`src/hw/rtl/long_alarm_timer_extender_macros.svh`:
```
// Assertion macros for the long alarm timer extender.
`ifndef LONG_ALARM_TIMER_EXTENDER_MACROS_SVH
`define LONG_ALARM_TIMER_EXTENDER_MACROS_SVH

`ifndef NO_ASSERTIONS
`define LTX_ASSERT_IMPL(label, clk, rst_n, ante, cons) \
  label: assert property (@(posedge clk) disable iff (!rst_n) (ante) |-> (cons)) \
    else $error("ltx: same-cycle check failed");
`define LTX_ASSERT_NEXT(label, clk, rst_n, ante, cons) \
  label: assert property (@(posedge clk) disable iff (!rst_n) (ante) |=> (cons)) \
    else $error("ltx: next-cycle check failed");
`else
`define LTX_ASSERT_IMPL(label, clk, rst_n, ante, cons)
`define LTX_ASSERT_NEXT(label, clk, rst_n, ante, cons)
`endif

`endif

```
`src/hw/rtl/ltx_pkg.sv`:
```
// Shared types and constants of the long alarm timer extender.
`timescale 1ns / 1ps

package ltx_pkg;

  localparam int NSEC_W     = 30;
  localparam int OUT_SEC_W  = 32;
  localparam int OPCODE_W   = 2;
  localparam int CFG_ADDR_W = 8;
  localparam int CFG_DATA_W = 32;

  localparam logic [NSEC_W:0]   NS_PER_S  = 31'd1000000000;
  localparam logic [NSEC_W-1:0] NS_MAX    = 30'd999999999;
  localparam logic [NSEC_W-1:0] HALF_S_NS = 30'd500000000;

  localparam logic [NSEC_W-1:0] MIN_NSEC_RST = 30'd1000;
  localparam logic [NSEC_W-1:0] MAX_NSEC_RST = 30'd50000000;

  typedef enum logic [OPCODE_W-1:0] {
    OP_SET_ALARM = 2'd0,
    OP_GET_TIME  = 2'd1,
    OP_SET_TIME  = 2'd2,
    OP_EXPIRY    = 2'd3
  } op_t;

  localparam logic [CFG_ADDR_W-1:0] CFG_MIN_SEC  = 8'd0;
  localparam logic [CFG_ADDR_W-1:0] CFG_MIN_NSEC = 8'd1;
  localparam logic [CFG_ADDR_W-1:0] CFG_MAX_SEC  = 8'd2;
  localparam logic [CFG_ADDR_W-1:0] CFG_MAX_NSEC = 8'd3;

  typedef struct packed {
    logic [OUT_SEC_W-1:0] now_sec;
    logic [NSEC_W-1:0]    now_nsec;
    logic                 reload_valid;
    logic [OUT_SEC_W-1:0] reload_sec;
    logic [NSEC_W-1:0]    reload_nsec;
    logic                 alarm_fire;
  } result_t;

  function automatic logic [NSEC_W-1:0] sat_ns(logic [NSEC_W-1:0] v);
    sat_ns = (v > NS_MAX) ? NS_MAX : v;
  endfunction

endpackage

```
`src/hw/rtl/ltx_ifs.sv`:
```
// Request, result and configuration channel interfaces.
`timescale 1ns / 1ps

interface ltx_in_if;
  logic                                   valid;
  logic                                   ready;
  logic [ltx_pkg::OPCODE_W-1:0]           opcode;
  logic [ltx_pkg::OUT_SEC_W-1:0]          arg_sec;
  logic [ltx_pkg::NSEC_W-1:0]             arg_nsec;
  logic [ltx_pkg::OUT_SEC_W-1:0]          remain_sec;
  logic [ltx_pkg::NSEC_W-1:0]             remain_nsec;

  modport source (output valid, opcode, arg_sec, arg_nsec, remain_sec, remain_nsec,
                  input ready);
  modport sink (input valid, opcode, arg_sec, arg_nsec, remain_sec, remain_nsec,
                output ready);
endinterface

interface ltx_out_if;
  logic                          valid;
  logic                          ready;
  logic [ltx_pkg::OUT_SEC_W-1:0] now_sec;
  logic [ltx_pkg::NSEC_W-1:0]    now_nsec;
  logic                          reload_valid;
  logic [ltx_pkg::OUT_SEC_W-1:0] reload_sec;
  logic [ltx_pkg::NSEC_W-1:0]    reload_nsec;
  logic                          alarm_fire;

  modport source (output valid, now_sec, now_nsec, reload_valid, reload_sec, reload_nsec,
                  alarm_fire, input ready);
  modport sink (input valid, now_sec, now_nsec, reload_valid, reload_sec, reload_nsec,
                alarm_fire, output ready);
endinterface

interface ltx_cfg_if;
  logic                           valid;
  logic                           ready;
  logic [ltx_pkg::CFG_ADDR_W-1:0] addr;
  logic [ltx_pkg::CFG_DATA_W-1:0] data;

  modport source (output valid, addr, data, input ready);
  modport sink (input valid, addr, data, output ready);
endinterface

```
`src/hw/rtl/long_alarm_timer_extender.sv`:
```
// Top level of the long alarm timer extender.
`timescale 1ns / 1ps
`include "long_alarm_timer_extender_macros.svh"

// One request per clock cycle is accepted unless the request side stalls, and
// each produces one result: a request register feeds a single combinational pass
// (seconds/nanoseconds adders with carry and borrow, then the interval compares)
// that updates the clock, alarm delay and counter load and fills the result register.
// Outside reset, requests stall only while both registers are full and the result
// is not being taken. Configuration writes are accepted every cycle outside reset.
module long_alarm_timer_extender #(
  parameter int SECONDS_WIDTH = 32
) (
  input  logic            clk,
  input  logic            rst_n,
  ltx_in_if.sink          in_ch,
  ltx_out_if.source       out_ch,
  ltx_cfg_if.sink         cfg_ch
);

  localparam int SW = SECONDS_WIDTH;
  localparam int NW = ltx_pkg::NSEC_W;

  typedef struct packed {
    logic [SW-1:0] s;
    logic [NW-1:0] n;
  } tv_t;

  typedef struct packed {
    logic under;
    tv_t  d;
  } sub_t;

  function automatic tv_t t_add(tv_t a, tv_t b);
    tv_t         r;
    logic [NW:0] n;
    n   = {1'b0, a.n} + {1'b0, b.n};
    r.s = a.s + b.s;
    if (n >= ltx_pkg::NS_PER_S) begin
      n   = n - ltx_pkg::NS_PER_S;
      r.s = r.s + SW'(1);
    end
    r.n = n[NW-1:0];
    return r;
  endfunction

  function automatic sub_t t_sub(tv_t a, tv_t b);
    sub_t        r;
    logic        bor;
    logic [NW:0] n;
    logic [SW:0] sd;
    bor = (a.n < b.n);
    if (bor) begin
      n = {1'b0, a.n} + ltx_pkg::NS_PER_S - {1'b0, b.n};
    end else begin
      n = {1'b0, a.n} - {1'b0, b.n};
    end
    sd      = {1'b0, a.s} - {1'b0, b.s} - {{SW{1'b0}}, bor};
    r.under = sd[SW];
    r.d.s   = sd[SW-1:0];
    r.d.n   = n[NW-1:0];
    return r;
  endfunction

  function automatic logic t_less(tv_t a, tv_t b);
    return (a.s < b.s) || ((a.s == b.s) && (a.n < b.n));
  endfunction

  // Request register
  logic           s1_valid_r;
  ltx_pkg::op_t   s1_op_r;
  tv_t            s1_arg_r;
  tv_t            s1_rem_r;

  // Timekeeping state and configuration
  tv_t            clock_r, clock_nxt;
  tv_t            delay_r, delay_nxt;
  tv_t            load_r, load_nxt;
  logic           armed_r, armed_nxt;
  tv_t            min_r, max_r;

  // Result register
  logic             out_valid_r;
  ltx_pkg::result_t out_r;
  ltx_pkg::result_t res_nxt;

  logic s1_fire;
  logic in_fire;
  tv_t  half_min;
  tv_t  now_v;
  sub_t lr;
  sub_t dsub;
  logic reload;
  logic fire;

  assign s1_fire      = s1_valid_r && (!out_valid_r || out_ch.ready);
  assign in_ch.ready  = rst_n && (!s1_valid_r || s1_fire);
  assign in_fire      = in_ch.valid && in_ch.ready;
  assign cfg_ch.ready = rst_n;

  assign half_min.s = min_r.s >> 1;
  assign half_min.n = (min_r.n >> 1) + (min_r.s[0] ? ltx_pkg::HALF_S_NS : '0);

  always_comb begin
    clock_nxt = clock_r;
    delay_nxt = delay_r;
    load_nxt  = load_r;
    armed_nxt = armed_r;
    now_v     = '0;
    reload    = 1'b0;
    fire      = 1'b0;
    lr        = t_sub(load_r, s1_rem_r);
    dsub      = t_sub(delay_r, load_r);
    case (s1_op_r)
      ltx_pkg::OP_SET_ALARM: begin
        clock_nxt = t_add(clock_r, lr.d);
        delay_nxt = t_less(s1_arg_r, min_r) ? min_r : s1_arg_r;
        armed_nxt = 1'b1;
        load_nxt  = t_less(max_r, delay_nxt) ? max_r : delay_nxt;
        reload    = 1'b1;
      end
      ltx_pkg::OP_GET_TIME: begin
        now_v = t_add(lr.d, clock_r);
      end
      ltx_pkg::OP_SET_TIME: begin
        clock_nxt = s1_arg_r;
        load_nxt  = max_r;
        reload    = 1'b1;
        fire      = armed_r;
        armed_nxt = 1'b0;
      end
      ltx_pkg::OP_EXPIRY: begin
        clock_nxt = t_add(clock_r, load_r);
        if (armed_r) begin
          delay_nxt = dsub.d;
          reload    = 1'b1;
          if (dsub.under || !t_less(half_min, dsub.d)) begin
            load_nxt  = max_r;
            armed_nxt = 1'b0;
            fire      = 1'b1;
          end else if (t_less(dsub.d, min_r)) begin
            load_nxt = min_r;
          end else if (t_less(dsub.d, max_r)) begin
            load_nxt = dsub.d;
          end else begin
            load_nxt = max_r;
          end
        end
      end
      default: begin
        reload = 1'b0;
      end
    endcase

    res_nxt.now_sec      = ltx_pkg::OUT_SEC_W'(now_v.s);
    res_nxt.now_nsec     = now_v.n;
    res_nxt.reload_valid = reload;
    res_nxt.reload_sec   = reload ? ltx_pkg::OUT_SEC_W'(load_nxt.s) : '0;
    res_nxt.reload_nsec  = reload ? load_nxt.n : '0;
    res_nxt.alarm_fire   = fire;
  end

  always_ff @(posedge clk) begin
    if (!rst_n) begin
      s1_valid_r <= 1'b0;
    end else if (in_fire) begin
      s1_valid_r <= 1'b1;
    end else if (s1_fire) begin
      s1_valid_r <= 1'b0;
    end
  end

  always_ff @(posedge clk) begin
    if (in_fire) begin
      s1_op_r    <= ltx_pkg::op_t'(in_ch.opcode);
      s1_arg_r.s <= SW'(in_ch.arg_sec);
      s1_arg_r.n <= ltx_pkg::sat_ns(in_ch.arg_nsec);
      s1_rem_r.s <= SW'(in_ch.remain_sec);
      s1_rem_r.n <= ltx_pkg::sat_ns(in_ch.remain_nsec);
    end
  end

  always_ff @(posedge clk) begin
    if (!rst_n) begin
      clock_r   <= '0;
      delay_r.s <= '0;
      delay_r.n <= ltx_pkg::MAX_NSEC_RST;
      load_r.s  <= '0;
      load_r.n  <= ltx_pkg::MAX_NSEC_RST;
      armed_r   <= 1'b0;
    end else if (s1_fire) begin
      clock_r <= clock_nxt;
      delay_r <= delay_nxt;
      load_r  <= load_nxt;
      armed_r <= armed_nxt;
    end
  end

  always_ff @(posedge clk) begin
    if (!rst_n) begin
      min_r.s <= '0;
      min_r.n <= ltx_pkg::MIN_NSEC_RST;
      max_r.s <= '0;
      max_r.n <= ltx_pkg::MAX_NSEC_RST;
    end else if (cfg_ch.valid && cfg_ch.ready) begin
      case (cfg_ch.addr)
        ltx_pkg::CFG_MIN_SEC:  min_r.s <= SW'(cfg_ch.data);
        ltx_pkg::CFG_MIN_NSEC: min_r.n <= ltx_pkg::sat_ns(cfg_ch.data[NW-1:0]);
        ltx_pkg::CFG_MAX_SEC:  max_r.s <= SW'(cfg_ch.data);
        ltx_pkg::CFG_MAX_NSEC: max_r.n <= ltx_pkg::sat_ns(cfg_ch.data[NW-1:0]);
        default: begin
          min_r <= min_r;
        end
      endcase
    end
  end

  always_ff @(posedge clk) begin
    if (!rst_n) begin
      out_valid_r <= 1'b0;
    end else if (s1_fire) begin
      out_valid_r <= 1'b1;
    end else if (out_ch.ready) begin
      out_valid_r <= 1'b0;
    end
  end

  always_ff @(posedge clk) begin
    if (s1_fire) begin
      out_r <= res_nxt;
    end
  end

  assign out_ch.valid        = out_valid_r;
  assign out_ch.now_sec      = out_r.now_sec;
  assign out_ch.now_nsec     = out_r.now_nsec;
  assign out_ch.reload_valid = out_r.reload_valid;
  assign out_ch.reload_sec   = out_r.reload_sec;
  assign out_ch.reload_nsec  = out_r.reload_nsec;
  assign out_ch.alarm_fire   = out_r.alarm_fire;

  `LTX_ASSERT_IMPL(a_fire_has_reload, clk, rst_n, out_valid_r && out_r.alarm_fire, out_r.reload_valid)
  `LTX_ASSERT_NEXT(a_get_time_quiet, clk, rst_n, s1_fire && (s1_op_r == ltx_pkg::OP_GET_TIME), !out_r.reload_valid && !out_r.alarm_fire)
  `LTX_ASSERT_NEXT(a_fire_needs_armed, clk, rst_n, s1_fire && !armed_r, !out_r.alarm_fire)
  `LTX_ASSERT_NEXT(a_set_alarm_arms, clk, rst_n, s1_fire && (s1_op_r == ltx_pkg::OP_SET_ALARM), armed_r && out_r.reload_valid)

endmodule
```
`src/flat_wrapper.sv`:
```
// flat-port wrapper written by rule: the top's interface ports become plain ports
module long_alarm_timer_extender_flat 
#(
  parameter int SECONDS_WIDTH = 32
)
  (clk, rst_n, in_ch_valid, in_ch_opcode, in_ch_arg_sec, in_ch_arg_nsec, in_ch_remain_sec, in_ch_remain_nsec, in_ch_ready, out_ch_valid, out_ch_now_sec, out_ch_now_nsec, out_ch_reload_valid, out_ch_reload_sec, out_ch_reload_nsec, out_ch_alarm_fire, out_ch_ready, cfg_ch_valid, cfg_ch_addr, cfg_ch_data, cfg_ch_ready);
  ltx_in_if in_ch_i ();
  ltx_out_if out_ch_i ();
  ltx_cfg_if cfg_ch_i ();
  input  logic clk;
  input  logic rst_n;
  input wire logic [$bits(in_ch_i.valid)-1:0] in_ch_valid;
  input wire logic [$bits(in_ch_i.opcode)-1:0] in_ch_opcode;
  input wire logic [$bits(in_ch_i.arg_sec)-1:0] in_ch_arg_sec;
  input wire logic [$bits(in_ch_i.arg_nsec)-1:0] in_ch_arg_nsec;
  input wire logic [$bits(in_ch_i.remain_sec)-1:0] in_ch_remain_sec;
  input wire logic [$bits(in_ch_i.remain_nsec)-1:0] in_ch_remain_nsec;
  output wire logic [$bits(in_ch_i.ready)-1:0] in_ch_ready;
  output wire logic [$bits(out_ch_i.valid)-1:0] out_ch_valid;
  output wire logic [$bits(out_ch_i.now_sec)-1:0] out_ch_now_sec;
  output wire logic [$bits(out_ch_i.now_nsec)-1:0] out_ch_now_nsec;
  output wire logic [$bits(out_ch_i.reload_valid)-1:0] out_ch_reload_valid;
  output wire logic [$bits(out_ch_i.reload_sec)-1:0] out_ch_reload_sec;
  output wire logic [$bits(out_ch_i.reload_nsec)-1:0] out_ch_reload_nsec;
  output wire logic [$bits(out_ch_i.alarm_fire)-1:0] out_ch_alarm_fire;
  input wire logic [$bits(out_ch_i.ready)-1:0] out_ch_ready;
  input wire logic [$bits(cfg_ch_i.valid)-1:0] cfg_ch_valid;
  input wire logic [$bits(cfg_ch_i.addr)-1:0] cfg_ch_addr;
  input wire logic [$bits(cfg_ch_i.data)-1:0] cfg_ch_data;
  output wire logic [$bits(cfg_ch_i.ready)-1:0] cfg_ch_ready;
  assign in_ch_i.valid = in_ch_valid;
  assign in_ch_i.opcode = in_ch_opcode;
  assign in_ch_i.arg_sec = in_ch_arg_sec;
  assign in_ch_i.arg_nsec = in_ch_arg_nsec;
  assign in_ch_i.remain_sec = in_ch_remain_sec;
  assign in_ch_i.remain_nsec = in_ch_remain_nsec;
  assign in_ch_ready = in_ch_i.ready;
  assign out_ch_valid = out_ch_i.valid;
  assign out_ch_now_sec = out_ch_i.now_sec;
  assign out_ch_now_nsec = out_ch_i.now_nsec;
  assign out_ch_reload_valid = out_ch_i.reload_valid;
  assign out_ch_reload_sec = out_ch_i.reload_sec;
  assign out_ch_reload_nsec = out_ch_i.reload_nsec;
  assign out_ch_alarm_fire = out_ch_i.alarm_fire;
  assign out_ch_i.ready = out_ch_ready;
  assign cfg_ch_i.valid = cfg_ch_valid;
  assign cfg_ch_i.addr = cfg_ch_addr;
  assign cfg_ch_i.data = cfg_ch_data;
  assign cfg_ch_ready = cfg_ch_i.ready;
  long_alarm_timer_extender #(.SECONDS_WIDTH(SECONDS_WIDTH)) u_core (.clk(clk), .rst_n(rst_n), .in_ch(in_ch_i), .out_ch(out_ch_i), .cfg_ch(cfg_ch_i));
endmodule
```
`config.mk`:
```
export PLATFORM = sky130hd
export DESIGN_NAME = long_alarm_timer_extender_flat
export DESIGN_NICKNAME = d
export VERILOG_FILES = /design/src/hw/rtl/ltx_pkg.sv /design/src/hw/rtl/ltx_ifs.sv /design/src/hw/rtl/long_alarm_timer_extender.sv /design/src/flat_wrapper.sv
export VERILOG_INCLUDE_DIRS = /design/src /design/src/hw/rtl
export SDC_FILE = /design/constraint.sdc
export NUM_CORES = 2
export LEC_CHECK = 0
export ABC_AREA = 1
export BUFFER_PORTS_ARGS = -buffer_cell sky130_fd_sc_hd__buf_2
export CAP_MARGIN = 25
export CELL_PAD_IN_SITES_DETAIL_PLACEMENT = 0
export CELL_PAD_IN_SITES_GLOBAL_PLACEMENT = 1
export CORE_ASPECT_RATIO = 0.9
export CORE_MARGIN = 4
export CORE_UTILIZATION = 46
export CTS_CLUSTER_SIZE = 10
export DETAILED_ROUTE_END_ITERATION = 7
export PLACE_DENSITY = 0.88
export REMOVE_ABC_BUFFERS = 1
export SLEW_MARGIN = 40
export SYNTH_ARGS = -nofsm -noshare
export SYNTH_HDL_FRONTEND = slang
export SYNTH_SLANG_ARGS = --single-unit
export TNS_END_PERCENT = 1
```
`constraint.sdc`:
```
create_clock -name clk -period 10.4 [get_ports clk]
set_input_delay 1.04 -clock clk [delete_from_list [all_inputs] [get_ports clk]]
set_output_delay 1.04 -clock clk [all_outputs]
set_load 0.01 [all_outputs]
```
==> out/qor.csv <==
stage,metric,value,unit
run_status,outcome,"finished, final reports clean",
clock_network,clk sinks,565,
setup_path,max incr delay on CP,740,ps
sta,Slew HR,38.6,%
routing,DRC Markers,0,
floorplanning,Die W,382,um
power_and_ir_drop,combinational power share,54.7,%
placed_design,Setup WS pre-CTS,627,ps
routing,Routed Antenna Nets,0,
job,max-cap violations,0,
grt,vias in the first global route,58000,
power_and_ir_drop,Worst VDD drop,184,uV
floorplanning,Die Height,344,um
sta,Max Slew Vio Count,0,
sta,Worst Hold Slack,466,ps
routing,Via-to-Cell Ratio,5.96,
clock_network,post-CTS sizing,0,
clock_network,Clock Latency Late Sink,730,ps
final_layout,nets,9790,
placed_design,GP Congestion,1.03,
grt,gr ovfl total,0,
clock_network,total setup buffers inserted after CTS,0,
routing,DRT iter0 DRCs,7302,
routing,First-pass DRT Iterations,6,
sta,fin worst setup slack,470,ps
power_and_ir_drop,switch share,49.9,%
logic_synthesis,"Avg Cell Area, Syn",6.64,sq um
sta,min cycle time layout,9930,ps
sta,Slew @ Worst Pin,920,ps
grt,initial antenna violation count,20,
worst_hold_path,worst hold-check path type,reg -> reg,
final_layout,most frequent cells in the layout,"nand2_1 (1966), inv_1 (1209), a21oi_1 (971)",
sta,unrepaired setup endpoints after global routing,no,
logic_synthesis,Cells after Synth,8702,
logic_synthesis,"FFs w/ async S/R, synth",0,%
routing,total routed wirelength,274000,um
floorplanning,Ports,300,
logic_synthesis,"EDFF count, synth",252,
power_and_ir_drop,leak pwr,30.3,nW
clock_network,CTS clock-pin slew for the worst setup and hold paths,70,ps
final_layout,final non-filler cell area,63500,sq um
power_and_ir_drop,Power Total,11.6,mW
setup_path,CP Data Required Time,10870,ps
clock_network,CTS buffer count,75,
setup_path,Worst EP arrival,10400,ps
power_and_ir_drop,PD cells,182,nW/um^2
floorplanning,core area,125000,sq um
routing,Max Used Layer,met5,
clock_network,depth of the CTS H-tree,3,
grt,largest net degree at the start of global routing,114,
final_layout,fill count,12900,
sta,Final Hold Vio Count,0,
final_layout,Area growth syn-to-layout,9.97,%
grt,gr usage total,40.1,%
clock_network,CTS tree,built,
placed_design,# port buffers,299,
logic_synthesis,Post-Syn Area,57800,sq um
grt,first-pass GRT wire length,392000,um
routing,routed len/inst,25.8,um
sta,Final period util,95.5,%
sta,Highest Clock Rate,0.101,GHz
clock_network,clock root buffer,clkbuf_16,
floorplanning,Die Area,131000,sq um
power_and_ir_drop,clock network power share,22.9,%
power_and_ir_drop,Psw,5.78,mW
floorplanning,Rows,123,
routing,Detail Route met2 WL,111000,um
routing,routed length on met3,36000,um
clock_network,Hold Buf Count CTS,0,
logic_synthesis,sequential cell area fraction in the yosys report,23.9,%
final_layout,share of layout cells above drive strength 1,6.82,%
floorplanning,Starting Density,46.3,%
logic_synthesis,top_reg_cell synth,dfxtp_1,
routing,total number of vias,63300,
setup_path,Slowest cell on crit path,dfxtp_1,
logic_synthesis,YS warnings,0,
sta,total negative slack,0,ps
setup_path,most numerous cell on the critical path,nand2_1,
setup_path,CP endpoint kind,flip-flop,
power_and_ir_drop,Int Pwr,5.81,mW
clock_network,clk buf depth,3,
sta,Layout Skew,58.6,ps
setup_path,crit start category,flip-flop,
setup_path,Crit Path Class,reg -> reg,
sta,Final Setup Violations,0,
power_and_ir_drop,sequential share of power,22.5,%
logic_synthesis,Synth cell types,65,
routing,routed metal-1 wirelength,115000,um
setup_path,crit path max fanout,23,
placed_design,HPWL after detailed placement,216000,um
final_layout,"commonest non-fill, non-tap cell in the layout",nand2_1,
logic_synthesis,flip-flop and latch count after synthesis,565,
placed_design,area post-placement,61100,sq um
[cells in the mapped netlist, drive strengths merged, types with 3 or more instances]
cell / instances / area share, %
nand3b: 28 / 0.36
nor4: 25 / 0.27
a21o: 33 / 0.43
a22oi: 4 / 0.052
ha: 675 / 15
a21boi: 21 / 0.27
edfxtp: 252 / 13
nand2: 1976 / 13
inv: 1231 / 8.0
clkinv: 5 / 0.032
a41oi: 3 / 0.045
nand4: 132 / 1.4
o21a: 38 / 0.49
xor2: 170 / 2.6
nor3: 98 / 0.88
or2: 63 / 0.68
o21ai: 523 / 4.5
nand3: 739 / 6.4
o211ai: 121 / 1.6
nor3b: 3 / 0.039
o221a: 3 / 0.058
a21oi: 976 / 8.5
buf: 58 / 0.50
a211oi: 9 / 0.12
fa: 73 / 2.5
xnor2: 65 / 0.99
nor2: 705 / 4.6
dfxtp: 313 / 11
and2: 5 / 0.054
o31ai: 6 / 0.078
clkbuf: 231 / 1.5
a31oi: 44 / 0.48
mux2i: 9 / 0.16
o21bai: 42 / 0.55
o221ai: 5 / 0.076
[cells by family (layout without fill, tap and decap cells)]
kind of cell | count (synthesis) | after routing | share of synthesized area (%)
adders and majority gates | 748 | 748 | 17.1
xor gates and xnor gates | 235 | 235 | 3.59
AOI/OAI and AO/OA | 1840 | 1840 | 17.4
DFF | 565 | 565 | 23.9
buffers and inverters | 1525 | 1752 | 10.0
muxes | 9 | 9 | 0.156
other | 0 | 8 | 0
and+or+nand+nor | 3780 | 3780 | 27.7
[cell type report]
type | instances | area, sq um | share of cell area, %
sequential | 565 | 13800 | 21.8
clock buffer | 110 | 2100 | 3.31
antenna | 8 | 20.0 | 0.0315
tap | 1687 | 2110 | 3.32
multi-input combinational | 6612 | 38300 | 60.2
timing repair buffer | 381 | 2260 | 3.56
inverter | 1236 | 4660 | 7.34
clock inverter | 25 | 270 | 0.425
[per-layer routing]
layer / vias up / global-route usage (%)
met5: - / 0
met4: 12 / 14.9
met3: 551 / 13.2
met2: 3522 / 58.6
met1: 29800 / 55.0
li1: 29400 / -
[state kept, by name, indices dropped and copies added (netlist names), 32 cells and up]
register / count
u_core.delay_r: 62
u_core.max_r: 62
u_core.load_r: 62
u_core.out_ch.reload_sec: 32
u_core.out_ch.now_sec: 32
u_core.clock_r: 62
u_core.s1_rem_r: 62
u_core.s1_arg_r: 62
[through the flow]
step / cells / utilization, %
detailed placement: 10500 / 49.0
finish: 10600 / 50.9
floorplan: 8413 / -
global placement: 10500 / 48.8
CTS: 10600 / 50.9
global route: 10600 / 50.9
[worst max-delay path: cells and delay by family (launching register included)]
family	cells	cell delay, ps
DFF	1	740
buffers and inverters	9	1500
adders and majority gates	5	1810
and+or+nand+nor	23	4200
AOI/OAI and AO/OA	7	1430
[path summary, 6_finish.rpt]
path,start,end,slack (ps),cells after the start
worst max-delay path,u_core.load_r[17],u_core.out_ch.reload_nsec[20],470,44
worst max register to register,u_core.load_r[17],u_core.out_ch.reload_nsec[20],470,44
worst min register to register,u_core.delay_r[52],u_core.delay_r[52],470,2
worst min-delay path,u_core.delay_r[52],u_core.delay_r[52],470,2
[power by group through the flow]
stage / Clock, mW / Combinational [mW] / Sequential, mW
floorplan: 0 / 3.93 / 2.58
global placement: 0 / 6.05 / 2.64
detailed placement: 0 / 6.12 / 2.64
CTS: 2.67 / 6.15 / 2.59
global route: 2.76 / 6.90 / 2.60
finish: 2.65 / 6.34 / 2.60
Power figures use the tool's default switching activity.
